## src/hdl/abcm_pkg.sv

```systemverilog
`default_nettype none
// ----------------------------------------------------------------------------
// abcm_pkg: shared types and constants for the AES chaining-mode engine
// S-box tables, register indexes, mode codes, sequencer states, key-store layout.
// ----------------------------------------------------------------------------
package abcm_pkg;

	localparam int RK_ROWS = 15;
	localparam int RK_AW   = 4;
	localparam int ROW_W   = 128;

	localparam logic [2:0] REG_KEY_SIZE   = 3'd0;
	localparam logic [2:0] REG_CHAIN_MODE = 3'd1;
	localparam logic [2:0] REG_DIRECTION  = 3'd2;
	localparam logic [2:0] REG_KEY_WORD0  = 3'd3;
	localparam logic [2:0] REG_KEY_WORD1  = 3'd4;
	localparam logic [2:0] REG_KEY_WORD2  = 3'd5;
	localparam logic [2:0] REG_KEY_WORD3  = 3'd6;

	localparam logic [2:0] MODE_ECB = 3'd0;
	localparam logic [2:0] MODE_CBC = 3'd1;
	localparam logic [2:0] MODE_CFB = 3'd2;
	localparam logic [2:0] MODE_OFB = 3'd3;
	localparam logic [2:0] MODE_CTR = 3'd4;

	localparam logic [1:0] KS_192 = 2'd1;
	localparam logic [1:0] KS_256 = 2'd2;

	localparam logic ACT_LOAD = 1'b1;

	typedef enum logic [2:0] {
		ST_KEXP,
		ST_IDLE,
		ST_ARK,
		ST_ROUND,
		ST_DONE
	} fsm_t;

	typedef struct packed {
		logic             en;
		logic [RK_AW-1:0] addr;
		logic [ROW_W-1:0] data;
	} rk_wr_t;

	localparam logic [2047:0] SBOX_TBL = {
		128'h637c777bf26b6fc53001672bfed7ab76,
		128'hca82c97dfa5947f0add4a2af9ca472c0,
		128'hb7fd9326363ff7cc34a5e5f171d83115,
		128'h04c723c31896059a071280e2eb27b275,
		128'h09832c1a1b6e5aa0523bd6b329e32f84,
		128'h53d100ed20fcb15b6acbbe394a4c58cf,
		128'hd0efaafb434d338545f9027f503c9fa8,
		128'h51a3408f929d38f5bcb6da2110fff3d2,
		128'hcd0c13ec5f974417c4a77e3d645d1973,
		128'h60814fdc222a908846eeb814de5e0bdb,
		128'he0323a0a4906245cc2d3ac629195e479,
		128'he7c8376d8dd54ea96c56f4ea657aae08,
		128'hba78252e1ca6b4c6e8dd741f4bbd8b8a,
		128'h703eb5664803f60e613557b986c11d9e,
		128'he1f8981169d98e949b1e87e9ce5528df,
		128'h8ca1890dbfe6426841992d0fb054bb16
	};

	localparam logic [2047:0] ISBOX_TBL = {
		128'h52096ad53036a538bf40a39e81f3d7fb,
		128'h7ce339829b2fff87348e4344c4dee9cb,
		128'h547b9432a6c2233dee4c950b42fac34e,
		128'h082ea16628d924b2765ba2496d8bd125,
		128'h72f8f66486689816d4a45ccc5d65b692,
		128'h6c704850fdedb9da5e154657a78d9d84,
		128'h90d8ab008cbcd30af7e45805b8b34506,
		128'hd02c1e8fca3f0f02c1afbd0301138a6b,
		128'h3a9111414f67dcea97f2cfcef0b4e673,
		128'h96ac7422e7ad3585e2f937e81c75df6e,
		128'h47f11a711d29c5896fb7620eaa18be1b,
		128'hfc563e4bc6d279209adbc0fe78cd5af4,
		128'h1fdda8338807c731b11210592780ec5f,
		128'h60517fa919b54a0d2de57a9f93c99cef,
		128'ha0e03b4dae2af5b0c8ebbb3c83539961,
		128'h172b047eba77d626e169146355210c7d
	};

	function automatic logic [7:0] sbox(input logic [7:0] b);
		return SBOX_TBL[11'd2047 - {b, 3'b000} -: 8];
	endfunction

	function automatic logic [7:0] isbox(input logic [7:0] b);
		return ISBOX_TBL[11'd2047 - {b, 3'b000} -: 8];
	endfunction

	function automatic logic [7:0] xt(input logic [7:0] b);
		return {b[6:0], 1'b0} ^ (b[7] ? 8'h1b : 8'h00);
	endfunction

	function automatic logic [3:0] round_count(input logic [1:0] ks);
		logic [3:0] nr;
		nr = 4'd10;
		if (ks == KS_192) nr = 4'd12;
		else if (ks == KS_256) nr = 4'd14;
		return nr;
	endfunction

endpackage
`default_nettype wire

```

## src/hdl/abcm_ram.sv

```systemverilog
`default_nettype none
// ----------------------------------------------------------------------------
// abcm_ram: generic single-write, single-read RAM
// One write port, one read port with registered read data.
// ----------------------------------------------------------------------------
module abcm_ram #(
	parameter int WIDTH = abcm_pkg::ROW_W,
	parameter int DEPTH = abcm_pkg::RK_ROWS
) (
	input  wire logic                     clk,
	input  wire logic                     we,
	input  wire logic [$clog2(DEPTH)-1:0] waddr,
	input  wire logic [WIDTH-1:0]         wdata,
	input  wire logic [$clog2(DEPTH)-1:0] raddr,
	output logic      [WIDTH-1:0]         rdata
);

	logic [WIDTH-1:0] mem_q [DEPTH];

	always_ff @(posedge clk) begin
		if (we) begin
			mem_q[waddr] <= wdata;
		end
		rdata <= mem_q[raddr];
	end

endmodule
`default_nettype wire

```

## config.mk

```make
export PLATFORM = sky130hd
export DESIGN_NAME = abcm_ram
export DESIGN_NICKNAME = d
export VERILOG_FILES = /design/src/hdl/abcm_pkg.sv /design/src/hdl/abcm_ram.sv
export SDC_FILE = /design/constraint.sdc
export NUM_CORES = 2
export LEC_CHECK = 0
export BUFFER_PORTS_ARGS = -buffer_cell sky130_fd_sc_hd__buf_2
export CAP_MARGIN = 20
export CELL_PAD_IN_SITES_DETAIL_PLACEMENT = 1
export CELL_PAD_IN_SITES_GLOBAL_PLACEMENT = 1
export CORE_MARGIN = 5
export CORE_UTILIZATION = 54
export CTS_CLUSTER_SIZE = 14
export DETAILED_ROUTE_END_ITERATION = 10
export PLACE_DENSITY_LB_ADDON = 0.1
export SETUP_SLACK_MARGIN = 0.15
export SLEW_MARGIN = 5
export SYNTH_ARGS = -nofsm -noshare
export SYNTH_HDL_FRONTEND = slang
export SYNTH_SLANG_ARGS = --single-unit
```

## constraint.sdc

```tcl
create_clock -name clk -period 15.74 [get_ports clk]
set_input_delay 1.574 -clock clk [delete_from_list [all_inputs] [get_ports clk]]
set_output_delay 1.574 -clock clk [all_outputs]
set_load 0.02 [all_outputs]
```

# == Word level (Yosys, flattened, before mapping) ==
# Memories as Yosys holds them, arrays and structs flattened. A register that Yosys moved wholly into a read port is not among the register bits.
# Index checks and enable logic that the tools add are counted.
# totals
reg_bits,0
ram_bits,1920
output_inout_bits,128
n_memories,1
# classes
n_mux,2
# memory_table
memory,words,word_bits,rd,rd_clocked_by_memory_dff,write_ports,line_no,text
mem_q,15,128,1,1,1,abcm_ram.sv:18,logic [WIDTH-1:0] mem_q [DEPTH];
# op_table
operator,count
1-bit 2-to-1 mux,2

# == Depth between registers and ports, before layout ==
# logic_depth
depth_word,2
ltp_mapped,8
mapped_depth_nobuf,4

# == Least setup slack after synthesis ==
# No wires, ideal clock.
# synth_path
path_kind,input port to flip-flop
startpoint,in waddr[2]
endpoint,"mem mem_q[0][0] (netlist bit), enable pin"
arrival_ns,10.727
required_ns,14.966
setup_slack_ns,4.239
path_stages,2
path_buffers,0
path_cell_list,or3b_2 nor3_1
# synth_lines
item,line_no,text
start: declaration,abcm_ram.sv:12,"input wire logic [$clog2(DEPTH)-1:0] waddr,"
end: declaration,abcm_ram.sv:18,
# No word-level cell before the write port.

==> impl_metrics.tcl <==
set metrics [dict create \
    core.rowCount 137 \
    power.density_mw_per_mm2 133.7 \
    grtUsageTotal_pct 25.70 \
    numPortBuffers 265 \
    required_ns 16.39 \
    n_fill_cell 11570 \
    grt_pass1_wl_um 274200 \
    syn2layout_area_growth_pct 12.88 \
    postSynthNetCount 3820 \
    arrival_ns 5.74 \
    period_needed_ns 5.097 \
    wirelength_um 188400 \
    hold_violations 0 \
    yosysWarnings 0 \
    gp_congestion 0.7121 \
    grt_use_met3_pct 4.993 \
    ctsHoldBuffers 0 \
    end_kind "register" \
    finalCritPeriodShare_pct 32.38 \
    syn_inst 3682 \
    placedInstanceArea_mm2 0.07894 \
    max_freq_ghz 0.1962 \
    coreArea_mm2 0.1394 \
    grt-busiest-layer "met2" \
    synth-main-ff-cell "edfxtp_1" \
    drive_above_1_share_pct 21.87 \
    vdd_drop_max_mv 0.09914 \
    setup_slack_ns 10.64 \
    status "complete, no violations" \
    syn_area_mm2 0.07566 \
    ant_nets 0 \
    root_buffer "clkbuf_16" \
    post_drt_wl_per_cell_um 30.99 \
    overflow 0 \
    setup_viol 0 \
    pin_count 266 \
    nets 4152 \
    synth_edf_count 1920 \
    first_pass_iters 7 \
    cts_resized 0 \
    reg2reg_from "mem_q[11][88]" \
    startpoint_type "primary input" \
    grt_pass1_vias 39750 \
    ys_async_sr_fraction_pct 0 \
    gr-usage-met2_pct 41.26 \
    mostFrequentLayoutCells "edfxtp_1, mux2i_1, mux4_2, buf_2, clkbuf_16" \
    crit_path_start "raddr[0]" \
    post_cts_buffers 0 \
    p_total_uw 11420 \
    critPathKind "in -> reg" \
    fin_util_pct 61.28 \
    layout_commonest_cell "edfxtp_1" \
    clock_sinks 2048 \
    die_w_um 384.3 \
    yosysSeqAreaShare_pct 79.59 \
    fp.dieH_um 384.3 \
    pre_cts_slack_ns 9.817 \
    worst_slew_pin_slew_ns 1.145 \
    vias 37500 \
    hold_path.class "reg -> reg" \
    drc 0 \
    fin_tns_setup_ns 0 \
    cts_made_buffers 200 \
    yosysUniqueCellTypes 31 \
    grt_max_degree 117 \
    met1_usage_pct 37.19 \
    initial_core_util_pct 54.29 \
    min-delay-start "mem_q[14][13]" \
    die_area_mm2 0.1477 \
    dp_hpwl_um 93720 \
    slew_viol_final 0 \
    relSlewSlack_pct 23.51 \
    drtIter0Drc 3479 \
    rsz0062_at_grt "no" \
    clkLatencyLatePin_ns 0.81 \
    maxCapViolCount 0 \
    cts.clk_slew.worst_paths_ns 0.06 \
    antenna_found_initial 41 \
    clock_skew_ns 0.02238 \
    cp_max_fo 87 \
    cts_tree "yes" \
    syn_avg_cell_area_um2 20.55 \
    cts_buffer_depth 3 \
    p_leak_uw 0.02827 \
    stdcell_area_mm2 0.08541 \
    drt-vias-per-instance 6.170 \
    synth-seq-cells 2048 \
    htreeDepth 4 \
]
## through the flow
stage	std cells	hold WS (ns)
detailed placement	5688	0.5466
global placement	5688	0.5358
finish	6078	0.5524
global route	6063	0.5918
floorplan	3682	0.5200
CTS	6059	0.5603
## where the power goes
part / leakage [uW] / switching, uW / internal [uW] / total (uW)
logic: 0.00670 / 396 / 203 / 600
registers: 0.0184 / 51.4 / 6100 / 6150
clock network: 0.00315 / 1960 / 2720 / 4670
total: 0.0283 / 2400 / 9020 / 11400
## sequential cells by signal, summed over array words and instances (netlist names)
signal,cells
rdata,128
mem_q,1920
## routing by layer
layer	wire (um)	share of wire [%]
met1	80090	43
met2	91210	48
met3	13160	7.0
met4	3776	2.0
met5	116	0.062
## logic make-up after synthesis
logic type / synth area share (%)
flip-flops: 79.59
buffers and inverters: 1.599
AND/OR/NAND/NOR: 1.915
multiplexers: 12.74
AO/OA/AOI/OAI: 4.154
## cell type report
cell class | instances | area (um2) | area share, %
sequential | 2048 | 60220 | 70.51
multi-input combinational | 1424 | 14360 | 16.82
clock buffer | 290 | 5669 | 6.638
tap | 1876 | 2347 | 2.748
timing repair buffer | 337 | 1997 | 2.338
clock inverter | 81 | 747.0 | 0.8746
antenna | 19 | 47.55 | 0.05567
inverter | 3 | 18.77 | 0.02198
## cells in the mapped netlist, types with 22 or more instances
master	n	area [um2]
edfxtp_1	1920	57660
buf_6	22	247.7
mux4_2	268	6036
a22oi_1	128	960.9
buf_4	50	375.4
mux2i_1	360	3603
clkbuf_1	69	259.0
o21ai_1	103	515.5
nand2_1	130	488.0
o22ai_1	116	725.7
nor2_1	31	116.4
dfxtp_1	128	2562
a31oi_1	116	725.7
buf_2	55	275.3
nand2b_1	122	763.2
## worst paths after layout
path                     to  slack, ns  cells after the start
hold reg to reg   rdata[13]       0.55                      2
hold / removal    rdata[13]       0.55                      2
setup reg to reg  rdata[88]      14.01                      3
setup / recovery  rdata[58]      10.64                      7
## critical path, stage by stage
cell,delay (ns)
buf_8,0.66
buf_4,0.84
buf_4,0.69
buf_4,0.81
mux4_2,0.60
a22oi_1,0.22
o21ai_1,0.10
No activity file was read; power rests on OpenSTA's default activity.
